$ cat src/design/nrth_queue.sv
// two-entry queue between front and back end
module nrth_queue #(
	parameter int WIDTH = 8
) (
	input  logic             clk,
	input  logic             arst_n,
	input  logic             push,
	input  logic [WIDTH-1:0] push_data,
	input  logic             pop,
	output logic [WIDTH-1:0] pop_data,
	output logic             full,
	output logic             not_empty
);

	logic [WIDTH-1:0] mem_q [2];
	logic             wr_q, rd_q;
	logic [1:0]       cnt_q;

	assign full      = cnt_q == 2'd2;
	assign not_empty = cnt_q != 2'd0;
	assign pop_data  = mem_q[rd_q];

	always_ff @(posedge clk or negedge arst_n) begin
		if (!arst_n) begin
			wr_q  <= 1'b0;
			rd_q  <= 1'b0;
			cnt_q <= 2'd0;
		end else begin
			if (push) wr_q <= !wr_q;
			if (pop) rd_q <= !rd_q;
			if (push && !pop) cnt_q <= cnt_q + 2'd1;
			else if (pop && !push) cnt_q <= cnt_q - 2'd1;
		end
	end

	always_ff @(posedge clk) begin
		if (push) mem_q[wr_q] <= push_data;
	end

endmodule

$ cat config.mk
export PLATFORM = sky130hd
export DESIGN_NAME = nrth_queue
export DESIGN_NICKNAME = d
export VERILOG_FILES = /design/src/design/nrth_queue.sv
export SDC_FILE = /design/constraint.sdc
export NUM_CORES = 1
export LEC_CHECK = 0
export ABC_AREA = 1
export BUFFER_PORTS_ARGS = -buffer_cell sky130_fd_sc_hd__buf_4
export CAP_MARGIN = 25
export CORE_ASPECT_RATIO = 1.25
export CORE_MARGIN = 1
export CORE_UTILIZATION = 45
export CTS_CLUSTER_DIAMETER = 120
export DETAILED_ROUTE_END_ITERATION = 10
export PLACE_DENSITY_LB_ADDON = 0.12
export SYNTH_ARGS = -nofsm -noshare
export SYNTH_HDL_FRONTEND = slang
export SYNTH_SLANG_ARGS = --single-unit
$ cat constraint.sdc
create_clock -name clk -period 3.1 [get_ports clk]
set_input_delay 0.155 -clock clk [delete_from_list [all_inputs] [get_ports clk]]
set_output_delay 0.155 -clock clk [all_outputs]
set_load 0.01 [all_outputs]
==> results.md, run 1 <==
- Layout cell share with drive strength beyond 1: 42.7%
- Hold crit path type: input pin to flip-flop
- Setup TNS: 0 ns
- Crit-path cells: mux2_4 > buf_4
- RSZ-0062 raised after global routing: false
- CP startpoint kind: flip-flop
- Average cell area after synthesis: 16.4 um2
- Largest area contributor in the netlist: edfxtp_1
- Worst-path maximum fanout: 9
- Antenna diodes: 0
- Synth unique cells: 12
- Finished Core Util: 62.3%
- Slew @ Worst Pin: 0.597 ns
- CTS-repair resized insts: 0
- CP max stage delay: 0.68 ns
- Fin crit period: 1.62 ns
- CTS Sinks: 20
- DRT Pass-1 Iters: 3
- Via count: 445
- Synthesized area: 818 um2
- Register area share after synthesis: 70.9%
- Vias per cell: 4.78
- Area of the die: 1990 um2
- Ranking of synthesized cells by area: edfxtp_1, mux2_4, dfrtp_1
- Routed WL: 1.10 mm
- Area grow syn2layout: 25.1%
- Synth Instances: 50
- Final hold vios: 0
- Clk_lat worst skew: 0.30 ns
- CTS Buf Count: 3
- DRC viols: 0
- PwrDens: 813 nW/um2
- Critical-path cell with the highest stage delay: dfrtp_1
- Required time worst endpoint: 2.94 ns
- Total Routing Usage GR: 13.1%
- Final Cycle Share: 52.4%
- Status: completed
- Post-synth top area share: 58.7%
- Initial antenna violation count: 0
- Syn_nets: 63
- Setup bufs post-CTS: 0
- Core footprint: 1640 um2
- Post-route ant nets: 0
- Clock Path Buffers: 2
- Grt ovf: 0
- CTS tree: done
- Leakage: 0.462 nW
- Worst setup EP type: output pin
- Crit path kind: flip-flop to output pin
- # rows: 16
- Cells after DPL: 88
- CTS clk-pin slew, worst paths: 0.10 ns
- Routed WL per cell: 11.8 um
- Final-report setup violation count: 0
- Max_slew headroom: 60.1%
- Final HPWL DP: 836 um
- Fin nets: 89
- Largest net degree at the start of global routing: 12
- Vias in the first global route: 382
- Layout Cells excl Fill: 93
- I/O Pins: 22
- Crit path DAT: 1.47 ns
- Peak VDD IR: 0.000456 V
- Die height: 49.7 um
- DIE WIDTH: 40.1 um
- Fin. max-slew vios: 0
- Yosys reg bits: 20
- Htree depth: 1
- GP Congestion: 0.610
- Buffers added on ports: 21
- Clock skew: 0.00158 ns
- Starting DRT DRC Count: 7
- Warnings, synthesis: 0
- First-pass GRT wire length: 1.67 mm
- Initial Util: 49.8%
- Fmax: 616 MHz
- Number of max-cap violations: 0
- CTS Root Cell: clkbuf_4
==> sequential cells by signal, summed over array words and instances (netlist names) <==
| name | count |
|---|---|
| wr_q | 1 |
| rd_q | 1 |
| mem_q | 16 |
| cnt_q | 2 |
==> worst max-delay path, delay by kind of cell (launching register included) <==
family   cells  cell delay [ns]
flops        1             0.68
mux          1             0.35
buf+inv      1             0.14
==> where the power goes <==
part	switching [mW]	internal, mW	total [mW]
Combinational	0.114	0.176	0.289
Clock	0.0736	0.0470	0.121
Sequential	0.0581	0.364	0.423
Total	0.245	0.587	0.832
==> cell usage after synthesis, drive strengths merged <==
cell	instances
xnor2	1
nand3	1
xor2	2
nand4	1
ha	1
nand2	6
buf	1
nor2	2
inv	7
edfxtp	16
mux2	8
dfrtp	4
==> cell usage in the layout (no fill, tap or decap) <==
cell	n
buf_4	21
edfxtp_1	16
mux2_4	8
inv_1	7
nand2_1	6
dfrtp_1	4
clkbuf_4	3
nor2_1	2
xor2_1	2
xnor2_1	1
nand3_1	1
nand4_1	1
ha_1	1
clkinv_1	1
dlygate4sd3_1	1
==> cell families after synthesis <==
| logic type | after synthesis | share of synthesized area (%) |
|---|---|---|
| XOR/XNOR | 3 | 3.21 |
| buffers and inverters | 8 | 4.59 |
| adder cells (fa/ha/maj) | 1 | 1.53 |
| multiplexers | 8 | 14.7 |
| AND/OR/NAND/NOR | 10 | 5.05 |
| flip-flops | 20 | 70.9 |
==> stage by stage <==
stage | cell area [um2] | power, mW | setup WS (ns) | hold slack, ns
after CTS | 1020 | 0.838 | 1.47 | 0.0215
final | 1020 | 0.832 | 1.48 | 0.0256
after floorplan | 818 | 0.609 | 1.96 | -0.141
after detailed placement | 987 | 0.719 | 1.81 | -0.0447
after global placement | 987 | 0.713 | 1.82 | -0.0434
after global routing | 1020 | 0.880 | 1.41 | 0.0193
==> what timing repair did <==
item,4_1_cts,5_1_grt
hold buffers,1,0
hold endpoints to repair,4,0
endpoints found under the setup margin,0,0
==> worst paths after layout <==
path / start / to / slack, ns / depth (start not counted)
setup / recovery: rd_q$_DFFE_PN0P_ / pop_data[2] / 1.48 / 2
hold / removal: pop / rd_q$_DFFE_PN0P_ / 0.03 / 2
setup reg to reg: wr_q$_DFFE_PN0P_ / mem_q[0][1]$_DFFE_PP_ / 1.85 / 1
hold reg to reg: cnt_q[1]$_DFFE_PN0P_ / cnt_q[1]$_DFFE_PN0P_ / 0.50 / 2
max in group asynchronous: arst_n / cnt_q[1]$_DFFE_PN0P_ / 2.83 / 2
min in group asynchronous: arst_n / wr_q$_DFFE_PN0P_ / 0.17 / 2
==> layout make-up <==
cell class | instances | area (um2)
clock buffer | 3 | 22.5
clock inverter | 1 | 3.75
fill | 124 | 618
inverter | 7 | 26.3
multi-input combinational | 22 | 200
sequential | 20 | 581
tap | 18 | 22.5
timing repair buffer | 22 | 168
==> layer usage <==
metal	wire length, um	part of all wire, %	track usage, %	up-vias
li1	-	-	-	219
met1	436	40	16.3	206
met2	577	53	19.6	17
met3	55	5.0	2.70	3
met4	27	2.5	8.62	0
met5	0	0	0	-
(Power assumes the default switching activity.)
==> run 2: changes to the inputs <==
==> constraint.sdc (replaced) <==
create_clock -name clk -period 1.5 [get_ports clk]
set_input_delay 0.075 -clock clk [delete_from_list [all_inputs] [get_ports clk]]
set_output_delay 0.075 -clock clk [all_outputs]
set_load 0.01 [all_outputs]
==> run 2 against run 1 <==
Clock power increased by 140%. Routed wire length increased by 1.3%. Flip-flop and latch count unchanged. First-iteration DRC count increased by 110%. Final cell count increased by 12%. Clock skew increased by 0.0041 ns. Via count increased by 4.5%. Global-route usage increased by 0.30 points. Worst setup slack got worse by 1.4 ns. Worst hold slack improved by 0.086 ns. Critical endpoint unchanged. Highest routed layer is now met3.
==> results.md, run 2 (same netlist as run 1, synthesis figures left out) <==
- Fin nets: 100 (+12%)
- PwrDens: 1570 nW/um2 (+93%)
- Fin crit period: 1.38 ns
- Crit path kind: flip-flop to output pin
- Setup TNS: 0 ns (unchanged)
- Die height: 49.7 um (unchanged)
- Sequential power share: 48.6% (-2.2 points)
- Sw power: 503 uW (+100%)
- Antenna diodes: 0 (unchanged)
- Post-route ant nets: 0 (unchanged)
- Clk_lat worst skew: 0.29 ns (about the same)
- Worst-path maximum fanout: 9 (unchanged)
- Routed WL per cell: 10.7 um (-9.4%)
- Critical-path cell with the highest stage delay: dfrtp_2
- I/O Pins: 22 (unchanged)
- Final HPWL DP: 787 um (-5.9%)
- CP max stage delay: 0.55 ns (-0.13 ns)
- Placed Area: 995 um2 (+0.76%)
- First-pass GRT wire length: 1.77 mm (+5.8%)
- Biggest register: mem_q
- Most common cell after layout, fill and taps aside: buf_4
- Via count: 465 (+4.5%)
- Worst setup EP type: output pin
- Layout cell share with drive strength beyond 1: 40.7% (-2.0 points)
- Initial Util: 49.8% (unchanged)
- Area of the die: 1990 um2 (unchanged)
- DIE WIDTH: 40.1 um (unchanged)
- Clock Path Buffers: 2 (unchanged)
- Status: completed
- Fin. max-slew vios: 0 (unchanged)
- Fill count: 122 (-1.6%)
- Initial antenna violation count: 0 (unchanged)
- Hold crit path type: input pin to async pin
- CP startpoint kind: flip-flop
- DRT Pass-1 Iters: 3 (unchanged)
- Fmax: 725 MHz
- Area grow syn2layout: 39.6%
- Worst R2R Setup Slack: 0.36 ns (-1.49 ns)
- Required time worst endpoint: 1.42 ns (-1.52 ns)
- Largest register FFs: 16 (unchanged)
- CTS clk-pin slew, worst paths: 0.11 ns (about the same)
- Clock Power Share: 16.5% (+2.0 points)
- Vias per cell: 4.47 (-6.6%)
- Clock skew: 0.00568 ns (+0.00410 ns)
- CTS tree: done
- Most frequent cells in the layout: buf_4, edfxtp_1, dlygate4sd3_1
- CTS Sinks: 20 (unchanged)
- Peak VDD IR: 0.00111 V (+140%)
- Number of max-cap violations: 0 (unchanged)
- Sw Share: 28.0% (-1.4 points)
- Layout Cells excl Fill: 104 (+12%)
- Vias in the first global route: 442 (+16%)
- Htree depth: 1 (unchanged)
- Biggest regs: mem_q: 16 flops, cnt_q: 2 flops
- GP Congestion: 0.635 (+4.1%)
- Starting DRT DRC Count: 15 (+8)
- Core footprint: 1640 um2 (unchanged)
- Grt ovf: 0 (unchanged)
- Final Cycle Share: 91.9%
- RSZ-0062 raised after global routing: false
- Final Cell Area: 1140 um2 (+12%)
- # rows: 16 (unchanged)
- CTS Root Cell: clkbuf_4
- Internal power: 1.29 mW (+120%)
- Final-report setup violation count: 0 (unchanged)
- Crit path DAT: 1.30 ns (-0.17 ns)
- Crit-path cells: mux2_4 > buf_4
- CTS Buf Count: 3 (unchanged)
- Final hold vios: 0 (unchanged)
- Cells after DPL: 89 (+1.1%)
- Buffers added on ports: 21 (unchanged)
- Slew @ Worst Pin: 0.318 ns (-0.278 ns)
- Combinational share of power: 34.9% (+0.2 points)
- DRC viols: 0 (unchanged)
- Total Routing Usage GR: 13.4% (+0.30 points)
- Routed WL: 1.11 mm (+1.3%)
- Leakage: 0.513 nW (+11%)
- Largest net degree at the start of global routing: 12 (unchanged)
- Max_slew headroom: 78.8% (+19 points)
- Setup bufs post-CTS: 0 (unchanged)
==> run 2: cell count changes in the layout (fill, tap and decap cells not counted) <==
| cell | change |
|---|---|
| clkbuf_8 | +1 |
| dfrtp_1 | -1 |
| clkinv_1 | -1 |
| buf_4 | +1 |
| dlygate4sd3_1 | +10 |
| dfrtp_2 | +1 |
==> run 2: worst paths after layout <==
check	cells after the start	end	start
max	2	pop_data[2]	rd_q$_DFFE_PN0P_
min	2	wr_q$_DFFE_PN0P_	arst_n
max reg2reg	2	mem_q[0][3]$_DFFE_PP_	wr_q$_DFFE_PN0P_
min reg2reg	2	cnt_q[1]$_DFFE_PN0P_	cnt_q[1]$_DFFE_PN0P_
max in group asynchronous	2	rd_q$_DFFE_PN0P_	arst_n
min in group clk	2	cnt_q[1]$_DFFE_PN0P_	cnt_q[1]$_DFFE_PN0P_
==> run 2: cell type report <==
type	instances	area [um2]	area share [%]
flip-flops and latches	20	582	50.9
repair buffers	33	275	24.1
multi-input cells	22	200	17.5
clock buffers	4	36.3	3.18
inverters	7	26.3	2.30
well taps	18	22.5	1.97
==> run 2: worst max-delay path, delay by kind of cell, from the launching register on <==
kind	cells	cell delay, ns
buf+inv	1	0.14
flops	1	0.55
mux	1	0.33
==> run 2: power groups by stage <==
stage	Clock [mW]	Combinational (mW)	Sequential [mW]
CTS	0.305	0.635	0.874
global placement	0	0.603	0.879
global route	0.326	0.686	0.889
finish	0.296	0.626	0.871
detailed placement	0	0.611	0.883
floorplan	0	0.447	0.812
==> run 2: stage by stage <==
| step | utilization, % | hold WS, ns | power (mW) | setup WS (ns) |
|---|---|---|---|---|
| after global placement | 60.6 | -0.124 | 1.48 | 0.305 |
| after CTS | 69.6 | 0.0954 | 1.81 | 0.103 |
| after floorplan | - | -0.221 | 1.26 | 0.356 |
| after global routing | 69.6 | 0.107 | 1.90 | 0.0669 |
| after detailed placement | 60.6 | -0.122 | 1.49 | 0.287 |
| final | 69.6 | 0.112 | 1.79 | 0.121 |
==> run 2: timing repair <==
action | 4_1_cts | 5_1_grt
resized for setup | 1 | 0
hold buffers | 11 | 0
endpoints found under the setup margin | 8 | 0
hold endpoints to repair | 22 | 0
==> run 2: routing by layer <==
metal / vias to the layer above / share of wire (%) / global-route usage (%)
met3: 0 / 4.2 / 4.05
li1: 243 / - / -
met2: 14 / 53 / 22.0
met5: - / 0 / 0
met1: 208 / 43 / 15.5
met4: 0 / 0 / 5.17
==> run 3: changes to the inputs <==
==> constraint.sdc (replaced) <==
create_clock -name clk -period 1.5 [get_ports clk]
set_input_delay 0 -clock clk [delete_from_list [all_inputs] [get_ports clk]]
set_output_delay 0 -clock clk [all_outputs]
set_load 0.01 [all_outputs]
==> run 3 against run 2 <==
Register-to-register slack about the same. Critical path type unchanged. Core utilization stayed put. Final area did not move. Worst hold slack got worse by 0.075 ns. Maximum frequency grew 5.8%. Largest power group unchanged. Largest cell class unchanged. Combinational power barely moved. Routed wire length did not move. Global-route usage unchanged. Clock-buffer cell count unchanged. Flip-flop and latch count stayed put.
==> results.md, run 3 (same netlist as run 1, synthesis figures left out) <==
- First-pass GRT wire length: 1.77 mm (unchanged)
- CTS tree: done
- Routed WL: 1.11 mm (unchanged)
- Fin. max-slew vios: 0 (unchanged)
- Most common cell after layout, fill and taps aside: buf_4
- Bufs and invs on worst path: 1 (unchanged)
- I/O Pins: 22 (unchanged)
- Vias in the first global route: 442 (unchanged)
- GP Congestion: 0.635 (unchanged)
- Crit path kind: flip-flop to output pin
- Clock skew: 0.00568 ns (unchanged)
- Via count: 465 (unchanged)
- Grt ovf: 0 (unchanged)
- Reg2reg path depth: 2 (unchanged)
- Status: completed
- Clk_lat worst skew: 0.29 ns (about the same)
- Initial antenna violation count: 0 (unchanged)
- Final Cycle Share: 86.9% (-5.0 points)
- CP max stage delay: 0.55 ns (about the same)
- Peak VDD IR: 0.00111 V (unchanged)
- Number of max-cap violations: 0 (unchanged)
- Hold crit path type: input pin to async pin
- Vias per cell: 4.47 (unchanged)
- Post-route ant nets: 0 (unchanged)
- Starting DRT DRC Count: 15 (unchanged)
- Initial Util: 49.8% (unchanged)
- Setup TNS: 0 ns (unchanged)
- PwrDens: 1570 nW/um2 (unchanged)
- # rows: 16 (unchanged)
- CTS Root Cell: clkbuf_4
- Die height: 49.7 um (unchanged)
- Crit path DAT: 1.30 ns (about the same)
- CTS Buf Count: 3 (unchanged)
- Area grow syn2layout: 39.6% (unchanged)
- Max_slew headroom: 78.8% (unchanged)
- Most frequent cells in the layout: buf_4, edfxtp_1, dlygate4sd3_1
- Antenna diodes: 0 (unchanged)
- Layout Cells excl Fill: 104 (unchanged)
- Cells after DPL: 89 (unchanged)
- Biggest regs: mem_q: 16 flops, cnt_q: 2 flops
- Final-report setup violation count: 0 (unchanged)
- DRT Pass-1 Iters: 3 (unchanged)
- Final HPWL DP: 787 um (unchanged)
- Worst path depth: 2 (unchanged)
- CTS clk-pin slew, worst paths: 0.11 ns (about the same)
- Routed WL per cell: 10.7 um (unchanged)
- Worst-path maximum fanout: 9 (unchanged)
- Worst setup EP type: output pin
- Crit-path leading delay family: flip-flops
- Final hold vios: 0 (unchanged)
- Leakage: 0.513 nW (unchanged)
- Clock Path Buffers: 2 (unchanged)
- Htree depth: 1 (unchanged)
- Layout cell share with drive strength beyond 1: 40.7% (unchanged)
- CTS Sinks: 20 (unchanged)
- Crit-path cells: mux2_4 > buf_4
- Area of the die: 1990 um2 (unchanged)
- Fill count: 122 (unchanged)
- DRC viols: 0 (unchanged)
- Total Routing Usage GR: 13.4% (unchanged)
- Largest register FFs: 16 (unchanged)
- Required time worst endpoint: 1.50 ns (+0.08 ns)
- Fin crit period: 1.30 ns (-0.0750 ns)
- CP startpoint kind: flip-flop
- Biggest register: mem_q
- Fin nets: 100 (unchanged)
- RSZ-0062 raised after global routing: false
- Fmax: 767 MHz (+5.8%)
- Critical-path cell with the highest stage delay: dfrtp_2
- Core footprint: 1640 um2 (unchanged)
- Buffers added on ports: 21 (unchanged)
- Slew @ Worst Pin: 0.318 ns (unchanged)
- DIE WIDTH: 40.1 um (unchanged)
- Largest net degree at the start of global routing: 12 (unchanged)
[run 3: cell counts in the layout (fill, tap and decap cells not counted)]
No cell type changed its count.
[run 3: cell type report]
class | count | area [um2] | area share [%]
timing repair buffer | 33 | 275 | 24.1
inverter | 7 | 26.3 | 2.30
tap | 18 | 22.5 | 1.97
sequential | 20 | 582 | 50.9
multi-input combinational | 22 | 200 | 17.5
clock buffer | 4 | 36.3 | 3.18
[run 3: path summary, 6_finish.rpt]
check | start | end | slack (ns)
worst max-delay path | rd_q$_DFFE_PN0P_ | pop_data[2] | 0.20
worst min-delay path | arst_n | wr_q$_DFFE_PN0P_ | 0.04
worst max register to register | wr_q$_DFFE_PN0P_ | mem_q[0][3]$_DFFE_PP_ | 0.36
worst min register to register | cnt_q[1]$_DFFE_PN0P_ | cnt_q[1]$_DFFE_PN0P_ | 0.50
max in group asynchronous | arst_n | rd_q$_DFFE_PN0P_ | 1.34
min in group clk | push_data[7] | mem_q[0][7]$_DFFE_PP_ | 0.44
[run 3: where the power goes]
part           total (mW)  switching [mW]  leakage, nW  internal (mW)
clock               0.296           0.148       0.0210          0.148
combinational       0.626           0.239        0.296          0.388
sequential          0.871           0.116        0.196          0.755
[run 3: timing repair]
action,4_1_cts,5_1_grt
setup buffers,0,0
hold buffers,11,0
gates resized for setup,0,1
setup endpoints to repair,0,8
hold endpoints to repair,22,0
[run 3: through the flow]
step	utilization [%]	instance area, um2	power (mW)	hold WS, ns	setup slack [ns]
4_1_cts	69.5	1140	1.81	0.0204	0.0309
3_3_place_gp	60.6	995	1.48	-0.199	0.380
5_1_grt	69.6	1140	1.90	0.0324	0.142
6_report	69.6	1140	1.79	0.0369	0.196
3_5_place_dp	60.6	995	1.49	-0.197	0.362
2_1_floorplan	-	818	1.26	-0.296	0.356
[run 3: worst register-to-register path, stage by stage, from the launching register on]
cell and delay (ns):
dfrtp_1 0.42, nor2_1 0.24, buf_4 0.21
[run 3: metal layers]
| layer | vias to the layer above | GRT usage (%) | share of wire (%) |
|---|---|---|---|
| li1 | 243 | - | - |
| met1 | 208 | 15.5 | 43 |
| met5 | - | 0 | 0 |
| met2 | 14 | 22.0 | 53 |
| met3 | 0 | 4.05 | 4.2 |
| met4 | 0 | 5.17 | 0 |
