$ cat config.mk
export PLATFORM = sky130hd
export DESIGN_NAME = nrth_front
export DESIGN_NICKNAME = d
export VERILOG_FILES = /design/src/design/nrth_pkg.sv /design/src/design/nrth_front.sv
export SDC_FILE = /design/constraint.sdc
export NUM_CORES = 1
export LEC_CHECK = 0
export ABC_CLOCK_PERIOD_IN_PS = 27400
export BUFFER_PORTS_ARGS = -buffer_cell sky130_fd_sc_hd__buf_4
export CAP_MARGIN = 20
export CORE_AREA = 2 2 367 369
export CTS_CLUSTER_DIAMETER = 80
export DETAILED_ROUTE_END_ITERATION = 8
export DIE_AREA = 0 0 369 371
export PLACE_DENSITY = 0.44
export SYNTH_ARGS = -nofsm -noshare
export SYNTH_HDL_FRONTEND = slang
export SYNTH_SLANG_ARGS = --single-unit
$ cat constraint.sdc
create_clock -name clk -period 27.4 [get_ports clk]
set_clock_uncertainty 0.2 [all_clocks]
set_input_delay 6.85 -clock clk [delete_from_list [all_inputs] [get_ports clk]]
set_output_delay 6.85 -clock clk [all_outputs]
set_load 0.05 [all_outputs]
$ cat src/design/nrth_pkg.sv
// shared types and constants of the nearest ray triangle hit core
package nrth_pkg;

	localparam int FRAC_BITS_DEF   = 16;
	localparam int INDEX_WIDTH_DEF = 16;
	localparam int CFG_IDX_W       = 3;
	localparam int CFG_DATA_W      = 32;

	localparam logic [31:0] THRESH_RESET = 32'd1638;

	localparam logic [CFG_IDX_W-1:0] REG_ORIGIN_X       = 3'd0;
	localparam logic [CFG_IDX_W-1:0] REG_ORIGIN_Y       = 3'd1;
	localparam logic [CFG_IDX_W-1:0] REG_ORIGIN_Z       = 3'd2;
	localparam logic [CFG_IDX_W-1:0] REG_DIR_X          = 3'd3;
	localparam logic [CFG_IDX_W-1:0] REG_DIR_Y          = 3'd4;
	localparam logic [CFG_IDX_W-1:0] REG_DIR_Z          = 3'd5;
	localparam logic [CFG_IDX_W-1:0] REG_SEGMENT_MODE   = 3'd6;
	localparam logic [CFG_IDX_W-1:0] REG_NEAR_THRESHOLD = 3'd7;

	// sequencer steps of the back end, one product each
	localparam logic [5:0] ST_NRM  = 6'd0;
	localparam logic [5:0] ST_NUM  = 6'd6;
	localparam logic [5:0] ST_DEN  = 6'd9;
	localparam logic [5:0] ST_PT   = 6'd12;
	localparam logic [5:0] ST_BABA = 6'd15;
	localparam logic [5:0] ST_CABA = 6'd18;
	localparam logic [5:0] ST_CACA = 6'd21;
	localparam logic [5:0] ST_D02  = 6'd24;
	localparam logic [5:0] ST_D12  = 6'd27;
	localparam logic [5:0] ST_DD0  = 6'd30;
	localparam logic [5:0] ST_DD1  = 6'd31;
	localparam logic [5:0] ST_U0   = 6'd32;
	localparam logic [5:0] ST_U1   = 6'd33;
	localparam logic [5:0] ST_V0   = 6'd34;
	localparam logic [5:0] ST_V1   = 6'd35;
	localparam logic [5:0] ST_SQ   = 6'd36;
	localparam logic [5:0] ST_END  = 6'd38;

	typedef struct packed {
		logic [2:0][31:0] o;
		logic [2:0][31:0] d;
		logic             seg;
		logic [31:0]      thr;
	} cfg_t;

	typedef struct packed {
		logic [2:0][31:0] a;
		logic [2:0][32:0] e1;
		logic [2:0][32:0] e2;
		logic [2:0][32:0] w;
		logic             last;
	} tri_t;

endpackage

$ cat src/design/nrth_front.sv
// front end: takes triangles, forms edge and offset vectors, pushes to the queue
module nrth_front #(
	parameter int INDEX_WIDTH = nrth_pkg::INDEX_WIDTH_DEF
) (
	input  logic                   clk,
	input  logic                   arst_n,
	input  nrth_pkg::cfg_t         cfg,
	input  logic                   in_valid,
	output logic                   in_stall,
	input  logic [31:0]            vertex_a_x,
	input  logic [31:0]            vertex_a_y,
	input  logic [31:0]            vertex_a_z,
	input  logic [31:0]            vertex_b_x,
	input  logic [31:0]            vertex_b_y,
	input  logic [31:0]            vertex_b_z,
	input  logic [31:0]            vertex_c_x,
	input  logic [31:0]            vertex_c_y,
	input  logic [31:0]            vertex_c_z,
	input  logic [INDEX_WIDTH-1:0] tri_index,
	input  logic                   last,
	input  logic                   q_full,
	output logic                   q_push,
	output nrth_pkg::tri_t         q_tri,
	output logic [INDEX_WIDTH-1:0] q_idx
);

	logic                   valid_s1;
	nrth_pkg::tri_t         tri_s1;
	logic [INDEX_WIDTH-1:0] idx_s1;
	nrth_pkg::tri_t         tri_d;
	logic [2:0][31:0]       va, vb, vc;
	logic                   accept;

	assign va = {vertex_a_z, vertex_a_y, vertex_a_x};
	assign vb = {vertex_b_z, vertex_b_y, vertex_b_x};
	assign vc = {vertex_c_z, vertex_c_y, vertex_c_x};

	always_comb begin
		tri_d.a = va;
		tri_d.last = last;
		for (int k = 0; k < 3; k++) begin
			tri_d.e1[k] = {vb[k][31], vb[k]} - {va[k][31], va[k]};
			tri_d.e2[k] = {vc[k][31], vc[k]} - {va[k][31], va[k]};
			tri_d.w[k]  = {va[k][31], va[k]} - {cfg.o[k][31], cfg.o[k]};
		end
	end

	assign in_stall = valid_s1 && q_full;
	assign accept   = in_valid && !in_stall;
	assign q_push   = valid_s1 && !q_full;
	assign q_tri    = tri_s1;
	assign q_idx    = idx_s1;

	always_ff @(posedge clk or negedge arst_n) begin
		if (!arst_n) begin
			valid_s1 <= 1'b0;
		end else if (accept) begin
			valid_s1 <= 1'b1;
		end else if (q_push) begin
			valid_s1 <= 1'b0;
		end
	end

	always_ff @(posedge clk) begin
		if (accept) begin
			tri_s1 <= tri_d;
			idx_s1 <= tri_index;
		end
	end

endmodule

==> results by group, run 1 <==
Route
  – Wire per inst: 22.1 microns
  – DRC violations left: 0
  – Antenna viol nets, final: 0
  – Drt via density: 4.39
  – Drt total wl: 117 mm
  – Violation count after the first detailed-routing iteration: 1,217
  – Total vias in the final route: 23.2k
  – Number of optimization iterations in the first detailed-route pass: 5

Run
  – Max-Cap Viols: 0

GRT
  – Global-route track usage on met2: 0.280
  – Global Route met3 Usage: 0.0628
  – Initial antenna violation count: 39
  – Remaining global-route overflow: 0
  – Wire length of the first global-routing pass: 163 mm
  – Global router's overall resource usage: 0.164
  – Routing usage on met1: 0.191
  – Highest-utilization routing layer at the global route stage: met2
  – Maximum number of pins on one net before global-route repair: 119
  – Number of global-route vias before repair: 23.4k

Timing
  – Actual slew at the worst max-slew pin: about 1.0 ns
  – Setup tns final: 0 ns
  – Worst Hold Slack: 0.505 ns
  – Final Hold Violating Endpoints: 0
  – Setup-failing EPs final: 0
  – Worst max-slew margin expressed relative to the limit: 0.304
  – Final-report max-slew violation count: 0
  – Worst setup margin: between 10 and 15 ns
  – Min Tclk post-route: 14.40 ns
  – Fmax: 69.4 MHz
  – Final worst-path cycle share: 0.526
  – RSZ-0062 raised after global routing: false

Synthesis
  – Most common cell in the synthesized netlist: sky130_fd_sc_hd__edfxtp_1
  – Distinct cell type count after synthesis: a little over 80
  – Dominant cells by area after synthesis: sky130_fd_sc_hd__edfxtp_1 (45%), sky130_fd_sc_hd__ha_1 (13%), sky130_fd_sc_hd__xnor2_1 (5.1%), sky130_fd_sc_hd__a21oi_1 (4.1%), sky130_fd_sc_hd__inv_1 (4.0%)
  – Async set-reset flop share out of synthesis: 0.00243
  – Sequential fraction of the synthesis area: 0.455
  – Summed instance area of the synthesized netlist: 27,100 sq um
  – Number of enable flip-flop cells after synthesis: 410
  – Area fraction of the dominant cell type after synthesis: 0.454
  – Most numerous cell types in the synthesized netlist: sky130_fd_sc_hd__edfxtp_1 (410), sky130_fd_sc_hd__ha_1 (288), sky130_fd_sc_hd__inv_1 (288)
  – Average footprint of a synthesized cell: between 10 and 15 sq um
  – Flop and latch count out of synthesis: 411
  – Post-Synthesis Net Count: 3,433
  – Warnings from Yosys: 0
  – Most used flip-flop cell after synthesis: sky130_fd_sc_hd__edfxtp_1
  – Cell type contributing the most total cell area after synthesis: sky130_fd_sc_hd__edfxtp_1
  – Synthesized instance count: about 2.6k

Clock network
  – Cts-stage hold buffer count: 0
  – Sink Count: 411
  – Clock Tree Root: sky130_fd_sc_hd__clkbuf_16
  – Clock tree from TritonCTS: yes
  – Clock insertion delay at the later pin of the skew report: 0.64 ns
  – H-tree depth: 2
  – Number of buffers on the longest clock path: 3
  – Post-CTS setup buffer count: 0
  – Post-CTS clock slew at the launch and capture registers of the worst setup and hold paths: 0.06 ns
  – Quantity of gates resized following cts: 0
  – Cts bufs inserted: 60

Critical path
  – Maximum fanout along the worst path: 3
  – Critical path startpoint category: input port
  – Worst path buffer plus inverter count: 2
  – Largest stage delay on the critical path: 0.20 ns
  – Data arrival time at the worst-slack endpoint: 7.35 ns
  – Critical path's slowest cell: sky130_fd_sc_hd__buf_4
  – Required time of the critical path: approximately 20 ns
  – Chain of cells forming the critical path: buf_4 -> and2_1 -> buf_4
  – Kind of capture point of the worst setup path: output port
  – Top Family by Delay on Critical Path: buffers and inverters
  – Classification of the worst setup path: in2out
  – Top cell by count, worst path: sky130_fd_sc_hd__buf_4

Cells and area
  – Net total in the final layout: 4,285
  – Proportion of layout cells with a drive suffix above 1: 0.267
  – Area of all placed cells without fillers: roughly 37,000 sq um
  – Layout-stage area growth over the synthesis result: 37.4%
  – Count of non-filler cells in the finished layout: 5,280
  – Number of fill cells: 14.2k

Die
  – Die Ht: 371 microns
  – Initial Util: 0.204
  – Site Rows: 134
  – Die Outline Area: 137,000 sq um
  – Number of top-level pins: 946
  – Floorplan core area: 133,000 sq um
  – Die X-Extent: ~370 microns

Placement
  – Routability congestion estimate from global placement: slightly above 0.9
  – Minimum setup slack after placement: 13.00 ns
  – IO buf count: between 800 and 900
  – Cell count after placement: 5,160
  – Area after detailed placement: 35,400 sq um
  – Total half-perimeter wirelength after legalization and detailed placement: 98.9 mm

Power
  – Peak ir drop on the vdd network: 0.0458 mV
  – Leakage power total: around 0.017 uW
  – Pwr per Cell Area: 62.2 nW/um^2

Worst hold path
  – Type of the most critical hold path: reg2reg

Outcome
  – Outcome: complete, no violations
-- state kept, by name, summed over array words and instances, names as in the netlist --
signal and count:
valid_s1 1, q_tri 394, q_idx 16
-- layout by cell type, fill, tap and decap left out, types with 12 or more instances in the layout --
cell type	n
sky130_fd_sc_hd__o21ai_0	113
sky130_fd_sc_hd__o21bai_1	21
sky130_fd_sc_hd__nor3_1	30
sky130_fd_sc_hd__diode_2	14
sky130_fd_sc_hd__xnor2_1	158
sky130_fd_sc_hd__inv_1	288
sky130_fd_sc_hd__o31ai_1	19
sky130_fd_sc_hd__o21ai_1	35
sky130_fd_sc_hd__nor2_1	174
sky130_fd_sc_hd__a211oi_1	21
sky130_fd_sc_hd__o22ai_1	12
sky130_fd_sc_hd__a31oi_1	20
sky130_fd_sc_hd__edfxtp_1	410
sky130_fd_sc_hd__a21o_1	117
sky130_fd_sc_hd__nand3_1	57
sky130_fd_sc_hd__ha_1	288
sky130_fd_sc_hd__xor2_1	79
sky130_fd_sc_hd__nand4_1	34
sky130_fd_sc_hd__nand2_1	134
sky130_fd_sc_hd__buf_4	821
sky130_fd_sc_hd__clkbuf_16	61
sky130_fd_sc_hd__nor2b_1	49
sky130_fd_sc_hd__o21a_1	61
sky130_fd_sc_hd__nand2b_1	35
sky130_fd_sc_hd__a21oi_1	224
sky130_fd_sc_hd__clkinv_1	15
sky130_fd_sc_hd__and3_1	14
-- final cells by class --
cell class / instances / area (sq um) / share of cell area
multi-input combinational: 1871 / 13600 / 0.365
timing repair buffer: 822 / 6180 / 0.166
clock inverter: 36 / 275 / 0.00739
sequential: 411 / 12300 / 0.331
clock buffer: 70 / 1560 / 0.0419
tap: 1768 / 2210 / 0.0593
antenna: 14 / 35.0 / 0.000940
inverter: 288 / 1080 / 0.0290
-- worst paths after layout --
path | slack, ns | endpoint | cells after the start | from
max in group asynchronous | 21.14 | valid_s1$_DFFE_PN0P_ | 1 | arst_n
hold reg to reg | 0.51 | valid_s1$_DFFE_PN0P_ | 2 | valid_s1$_DFFE_PN0P_
hold / removal | 0.51 | valid_s1$_DFFE_PN0P_ | 2 | valid_s1$_DFFE_PN0P_
min in group asynchronous | 5.78 | valid_s1$_DFFE_PN0P_ | 1 | arst_n
setup reg to reg | 23.23 | q_tri[283]$_DFFE_PP_ | 6 | valid_s1$_DFFE_PN0P_
setup / recovery | 13.00 | in_stall | 3 | q_full
-- per-layer routing --
metal | wire (microns) | up-vias
li1 | - | 11300
met1 | 47800 | 10900
met2 | 55400 | 754
met3 | 10400 | 164
met4 | 2710 | 36
met5 | 246 | -
-- worst reg2reg max path, cell delays in order, from the launching register on --
cell and delay, ns:
sky130_fd_sc_hd__dfrtp_1 0.37, sky130_fd_sc_hd__and2_1 0.18, sky130_fd_sc_hd__nor2b_4 0.11, sky130_fd_sc_hd__buf_4 0.48
sky130_fd_sc_hd__buf_4 0.86, sky130_fd_sc_hd__buf_12 0.53, sky130_fd_sc_hd__buf_4 1.02
-- power breakdown --
part	internal, uW	leakage [uW]	switching [uW]
Clock	431	0.000888	311
Combinational	265	0.0117	512
Sequential	782	0.00391	18.9
-- metrics by stage --
stage	power [uW]	util
3_5_place_dp	1600	0.267
6_report	2320	0.281
5_1_grt	2440	0.281
3_3_place_gp	1600	0.267
2_1_floorplan	1340	-
4_1_cts	2360	0.280
-- cells by family (layout without fill, tap and decap cells) --
group | Yosys count | count (layout) | share of synthesized area
adder cells (fa/ha/maj) | 297 | 297 | 0.140
AO/OA/AOI/OAI | 755 | 755 | 0.181
AND/OR/NAND/NOR | 582 | 582 | 0.104
flip-flops | 411 | 411 | 0.455
buffers and inverters | 320 | 1216 | 0.0443
other | 0 | 14 | 0
XOR/XNOR | 237 | 237 | 0.0765
No activity file was read; power rests on OpenSTA's default activity.
==> run 2, diff against run 1 <==
- ABC_CLOCK_PERIOD_IN_PS: 27400 -> 11580
- PLACE_DENSITY: 0.44 -> 0.46
- clock period: 27.4 -> 11.58 ns (I/O delays scaled with it)
==> results by group, run 2 (synthesis results as in run 1) <==
Outcome
  – Outcome: complete, no violations

Cells and area
  – Commonest non-fill, non-tap cells in the layout: sky130_fd_sc_hd__buf_4 (820), sky130_fd_sc_hd__edfxtp_1 (410), sky130_fd_sc_hd__inv_1 (288), sky130_fd_sc_hd__ha_1 (288), sky130_fd_sc_hd__a21oi_1 (224)
  – Proportion of layout cells with a drive suffix above 1: 0.268 (+0.000725)
  – Net total in the final layout: 4,282 (-0.070%)
  – Count of non-filler cells in the finished layout: 5,277 (-0.057%)
  – Area of all placed cells without fillers: 37,300 sq um (about the same)
  – Flip-flop count of the largest register after layout: 394 (unchanged)
  – Layout-stage area growth over the synthesis result: 37.5% (about the same)
  – Number of fill cells: 14.1k (-0.25%)
  – Most common cell after layout, fill and taps aside: sky130_fd_sc_hd__buf_4

Clock network
  – Sink Count: 411 (unchanged)
  – H-tree depth: 2 (unchanged)
  – Clock tree from TritonCTS: yes
  – Cts-stage hold buffer count: 0 (unchanged)
  – Post-CTS setup buffer count: 0 (unchanged)
  – Quantity of gates resized following cts: 0 (unchanged)
  – Number of buffers on the longest clock path: 3 (unchanged)
  – Cts bufs inserted: 56 (-6.7%)
  – Clock insertion delay at the later pin of the skew report: 0.62 ns (-0.02 ns)
  – Clock Tree Root: sky130_fd_sc_hd__clkbuf_16
  – Post-CTS clock slew at the launch and capture registers of the worst setup and hold paths: 0.05 ns (about the same)

Critical path
  – Critical path startpoint category: input port
  – Kind of capture point of the worst setup path: output port
  – Critical path's slowest cell: sky130_fd_sc_hd__buf_4
  – Data arrival time at the worst-slack endpoint: 3.41 ns (-3.94 ns)
  – Chain of cells forming the critical path: buf_4 -> and2_1 -> buf_4
  – Maximum fanout along the worst path: 3 (unchanged)
  – Required time of the critical path: 8.49 ns (-11.86 ns)
  – Classification of the worst setup path: in2out
  – Top cell by count, worst path: sky130_fd_sc_hd__buf_4
  – Largest stage delay on the critical path: 0.23 ns (+0.03 ns)

Timing
  – Final-report max-slew violation count: 0 (unchanged)
  – Actual slew at the worst max-slew pin: 1.02 ns (-0.0194 ns)
  – Setup-failing EPs final: 0 (unchanged)
  – Setup tns final: 0 ns (unchanged)
  – Worst max-slew margin expressed relative to the limit: 0.317 (+0.0129)
  – RSZ-0062 raised after global routing: false
  – Min Tclk post-route: ~6.5 ns
  – Final Hold Violating Endpoints: 0 (unchanged)
  – Final worst-path cycle share: 0.561
  – Fmax: 154 MHz

Route
  – Drt total wl: 113 mm (-2.6%)
  – Wire per inst: 21.5 microns (-2.6%)
  – Drt via density: 4.39 (about the same)
  – Violation count after the first detailed-routing iteration: 1,307 (+7.4%)
  – Number of optimization iterations in the first detailed-route pass: 5 (unchanged)
  – Antenna viol nets, final: 0 (unchanged)
  – Total vias in the final route: 23.2k (-0.035%)
  – DRC violations left: 0 (unchanged)

GRT
  – Routing usage on met1: 0.194 (+0.00243)
  – Global Route met3 Usage: 0.0593 (-0.00355)
  – Number of global-route vias before repair: 23.2k (-0.66%)
  – Highest-utilization routing layer at the global route stage: met2
  – Wire length of the first global-routing pass: 159 mm (-2.6%)
  – Remaining global-route overflow: 0 (unchanged)
  – Global router's overall resource usage: 0.159 (-0.00463)
  – Maximum number of pins on one net before global-route repair: 128 (+7.6%)
  – Global-route track usage on met2: 0.263 (-0.0174)
  – Initial antenna violation count: 31 (-21%)

Die
  – Floorplan core area: 133,000 sq um (unchanged)
  – Initial Util: 0.204 (unchanged)
  – Die Outline Area: 137,000 sq um (unchanged)
  – Site Rows: 134 (unchanged)
  – Number of top-level pins: 946 (unchanged)
  – Die Ht: 371 microns (unchanged)
  – Die X-Extent: 369 microns (unchanged)

Power
  – Peak ir drop on the vdd network: 0.105 mV (+130%)
  – Pwr per Cell Area: 147 nW/um^2 (+140%)
  – Total design power: 5500 uW (+140%)
  – Leakage power total: 0.0165 uW (about the same)

Worst hold path
  – Type of the most critical hold path: reg2reg

Placement
  – Cell count after placement: 5,161 (+0.019%)
  – Total half-perimeter wirelength after legalization and detailed placement: 96.1 mm (-2.8%)
  – IO buf count: 816 (unchanged)
  – Area after detailed placement: 35,400 sq um (about the same)
  – Routability congestion estimate from global placement: 0.876 (-4.5%)

Run
  – Max-Cap Viols: 0 (unchanged)
## run 2: cell types whose count changed in the layout (fill, tap and decap cells not counted), sizes merged
| cell | before | now |
|---|---|---|
| clkinv | 25 | 20 |
| buf | 822 | 823 |
| bufinv | 3 | 7 |
| clkbuf | 70 | 68 |
| diode | 14 | 13 |
## run 2: path summary, 6_finish.rpt
kind	start	to	slack (ns)	depth (start not counted)
worst min register to register	valid_s1$_DFFE_PN0P_	valid_s1$_DFFE_PN0P_	0.49	2
max in group asynchronous	arst_n	valid_s1$_DFFE_PN0P_	9.27	1
worst max register to register	valid_s1$_DFFE_PN0P_	q_tri[376]$_DFFE_PP_	8.43	5
min in group asynchronous	arst_n	valid_s1$_DFFE_PN0P_	1.83	1
worst min-delay path	valid_s1$_DFFE_PN0P_	valid_s1$_DFFE_PN0P_	0.49	2
worst max-delay path	q_full	in_stall	5.08	3
## run 2: final cells by class
| cell class | instances | area (sq um) | share of cell area |
|---|---|---|---|
| Multi-Input combinational cell | 1871 | 13600 | 0.364 |
| Clock inverter | 35 | 385 | 0.0103 |
| Clock buffer | 68 | 1450 | 0.0388 |
| Inverter | 288 | 1080 | 0.0290 |
| Antenna cell | 13 | 32.5 | 0.000872 |
| Tap cell | 1768 | 2210 | 0.0593 |
| Sequential cell | 411 | 12300 | 0.331 |
| Timing Repair Buffer | 823 | 6220 | 0.167 |
## run 2: report_power, final
group          total [uW]  switching [uW]  internal [uW]
Combinational        1840            1210            630
Sequential           1900            45.6           1850
Clock                1760             720           1040
Total                5500            1970           3520
## run 2: worst max-delay path: cells and delay by family
kind	cells	cell delay (ns)
buf+inv	2	0.31
simple gates	1	0.20
## run 2: per-layer routing
metal  part of all wire  vias up
met1               0.42    10900
li1                   -    11300
met5             0.0013        -
met3              0.097      136
met4              0.021       22
met2               0.46      799
## run 2: metrics by stage
stage                      util  hold WS, ns  worst slack (ns)
after detailed placement  0.267        0.481              4.71
final                     0.281        0.490              5.08
after global routing      0.281        0.521              5.06
after CTS                 0.281        0.494              5.08
after global placement    0.267        0.478              4.71
after floorplan               -        0.832              1.55
==> run 3, diff against run 2 <==
- ABC_CLOCK_PERIOD_IN_PS: 11580 -> 5700
- clock period: 11.58 -> 5.7 ns (I/O delays scaled with it)
==> results by group, run 3 (synthesis results as in run 1) <==
Outcome
  – Outcome: complete, no violations

Critical path
  – Top Family by Delay on Critical Path: compound AO/OA/AOI/OAI gates
  – Required time of the critical path: 5.88 ns (-2.61 ns)
  – Stages on the worst setup path: 13 (+10)
  – Critical path startpoint category: input port
  – Kind of capture point of the worst setup path: register
  – Largest stage delay on the critical path: 0.51 ns (+0.28 ns)
  – Startpoint of the most critical setup path: vertex_a_y[1]
  – Critical path's slowest cell: sky130_fd_sc_hd__a211oi_2
  – Chain of cells forming the critical path: buf_4 -> inv_1 -> ha_1 -> nor2b_1 -> o31a_1 -> o211ai_1 -> a31oi_1 -> a211oi_2 -> o21ai_1 -> o31ai_1 -> o31ai_1 -> o41ai_2 -> xnor2_1
  – Classification of the worst setup path: in2reg
  – FF-to-FF path depth: 4 (-1)
  – Worst path buffer plus inverter count: 2 (unchanged)
  – Maximum fanout along the worst path: 5 (+2)
  – Source of the worst register-to-register timing path: valid_s1$_DFFE_PN0P_
  – Top cell by count, worst path: sky130_fd_sc_hd__o31ai_1
  – Data arrival time at the worst-slack endpoint: 4.70 ns (+1.29 ns)

Cells and area
  – Flip-flop count of the largest register after layout: 394 (unchanged)
  – Most common cell after layout, fill and taps aside: sky130_fd_sc_hd__buf_4
  – Layout-stage area growth over the synthesis result: 38.9%
  – Commonest non-fill, non-tap cells in the layout: sky130_fd_sc_hd__buf_4 (850), sky130_fd_sc_hd__edfxtp_1 (410), sky130_fd_sc_hd__inv_1 (288), sky130_fd_sc_hd__ha_1 (288), sky130_fd_sc_hd__a21oi_1 (224)
  – Number of fill cells: 14.1k (-0.27%)
  – Proportion of layout cells with a drive suffix above 1: 0.277 (+0.00867)
  – Area used by multi-input combinational logic: 13,600 sq um (about the same)
  – Net total in the final layout: 4,315 (+0.77%)
  – Footprint of the flip-flops and latches: 12,300 sq um (unchanged)

Clock network
  – Quantity of gates resized following cts: 0 (unchanged)
  – Post-CTS clock slew at the launch and capture registers of the worst setup and hold paths: 0.06 ns (about the same)
  – Post-CTS setup buffer count: 0 (unchanged)
  – H-tree depth: 2 (unchanged)
  – Clock tree from TritonCTS: yes
  – Cts-stage hold buffer count: 0 (unchanged)
  – Clock insertion delay at the later pin of the skew report: 0.62 ns (about the same)
  – Clock Tree Root: sky130_fd_sc_hd__clkbuf_16
  – Number of buffers on the longest clock path: 3 (unchanged)
  – Cts bufs inserted: 58 (+3.6%)
  – Sink Count: 411 (unchanged)

Power
  – Part of the power in the clock network: 0.327 (+0.006)
  – Pwr per Cell Area: 300 nW/um^2 (+100%)
  – Leakage power total: 0.0167 uW (+1.1%)
  – Sw frac: 0.360 (+0.00103)
  – Internal Pwr Total: 7240 uW (+110%)
  – Peak ir drop on the vdd network: 0.206 mV (+96%)
  – Total design power: 11,300 uW (+110%)
  – Switching power: 4070 uW (+110%)
  – Comb power frac: 0.333 (about the same)
  – Sequential group share of total power: 0.340 (-0.005)

Route
  – Violation count after the first detailed-routing iteration: 1,305 (-0.15%)
  – Antenna viol nets, final: 0 (unchanged)
  – Drt total wl: 115 mm (+1.3%)
  – Number of optimization iterations in the first detailed-route pass: 5 (unchanged)
  – Drt via density: 4.39 (about the same)
  – Total vias in the final route: 23.3k (+0.79%)
  – Wire per inst: 21.6 microns (+0.55%)
  – DRC violations left: 0 (unchanged)

GRT
  – Number of global-route vias before repair: 23.6k (+1.7%)
  – Remaining global-route overflow: 0 (unchanged)
  – Wire length of the first global-routing pass: 162 mm (+1.8%)
  – Initial antenna violation count: 34 (+9.7%)
  – Global router's overall resource usage: 0.162 (+0.00244)
  – Maximum number of pins on one net before global-route repair: 92 (-28%)

Timing
  – Setup-failing EPs final: 0 (unchanged)
  – Final worst-path cycle share: 0.794
  – Fmax: 221 MHz
  – Final Hold Violating Endpoints: 0 (unchanged)
  – RSZ-0062 raised after global routing: false
  – Min Tclk post-route: 4.53 ns
  – Worst max-slew margin expressed relative to the limit: 0.476 (+0.159)
  – Setup tns final: 0 ns (unchanged)
  – Final-report max-slew violation count: 0 (unchanged)
  – Actual slew at the worst max-slew pin: 0.766 ns (-0.259 ns)

Die
  – Site Rows: 134 (unchanged)
  – Number of top-level pins: 946 (unchanged)
  – Die Ht: 371 microns (unchanged)
  – Die Outline Area: 137,000 sq um (unchanged)
  – Initial Util: 0.204 (unchanged)
  – Die X-Extent: 369 microns (unchanged)
  – Floorplan core area: 133,000 sq um (unchanged)

Worst hold path
  – Type of the most critical hold path: in2async

Run
  – Max-Cap Viols: 0 (unchanged)

Placement
  – Total half-perimeter wirelength after legalization and detailed placement: 98.0 mm (+2.0%)
  – Routability congestion estimate from global placement: 0.885 (+1.1%)
  – IO buf count: 816 (unchanged)
==> run 3: path summary, 6_finish.rpt <==
check,slack (ns),endpoint
max in group asynchronous,4.85,valid_s1$_DFFE_PN0P_
min in group clk,0.45,valid_s1$_DFFE_PN0P_
setup / recovery,1.17,q_tri[261]$_DFFE_PP_
hold / removal,0.37,valid_s1$_DFFE_PN0P_
setup reg to reg,3.27,q_tri[283]$_DFFE_PP_
hold reg to reg,0.45,valid_s1$_DFFE_PN0P_
==> run 3: through the flow <==
stage	std cells	worst slack [ns]	area (sq um)	hold WS, ns	utilization
3_5_place_dp	5192	0.430	35700	0.455	0.269
4_1_cts	5299	1.15	37600	0.297	0.283
3_3_place_gp	5192	0.469	35700	0.431	0.269
6_report	5319	1.17	37700	0.368	0.284
5_1_grt	5305	0.986	37600	0.308	0.283
2_1_floorplan	2602	-2.67	27100	0.526	-
==> run 3: layout make-up <==
| cell class | instances | share of cell area |
|---|---|---|
| multi-input cells | 1871 | 0.361 |
| flip-flops and latches | 411 | 0.328 |
| repair buffers | 854 | 0.172 |
| well taps | 1768 | 0.0587 |
| clock buffers | 70 | 0.0403 |
| inverters | 288 | 0.0287 |
| clock inverters | 37 | 0.0108 |
| diodes | 20 | 0.00133 |
==> run 3: worst register-to-register path: stages, from the launching register on <==
cell and delay, ns:
sky130_fd_sc_hd__dfrtp_1 0.38, sky130_fd_sc_hd__and2_4 0.16, sky130_fd_sc_hd__nor2b_4 0.58, sky130_fd_sc_hd__buf_12 0.30
sky130_fd_sc_hd__buf_12 0.44
==> run 3: power groups by stage <==
stage	sequential [uW]	clock (uW)	combinational [uW]
after floorplan	4900	0	1470
after global placement	3910	0	3790
after detailed placement	3910	0	3790
after CTS	3860	3830	3800
after global routing	3880	3930	4050
final	3850	3700	3770
==> run 3: layer usage <==
metal / vias up / share of wire / GRT usage
met2: 804 / 0.46 / 0.266
li1: 11300 / - / -
met3: 159 / 0.092 / 0.0595
met1: 11000 / 0.42 / 0.196
met4: 28 / 0.027 / 0.0480
met5: - / 0.0017 / 0
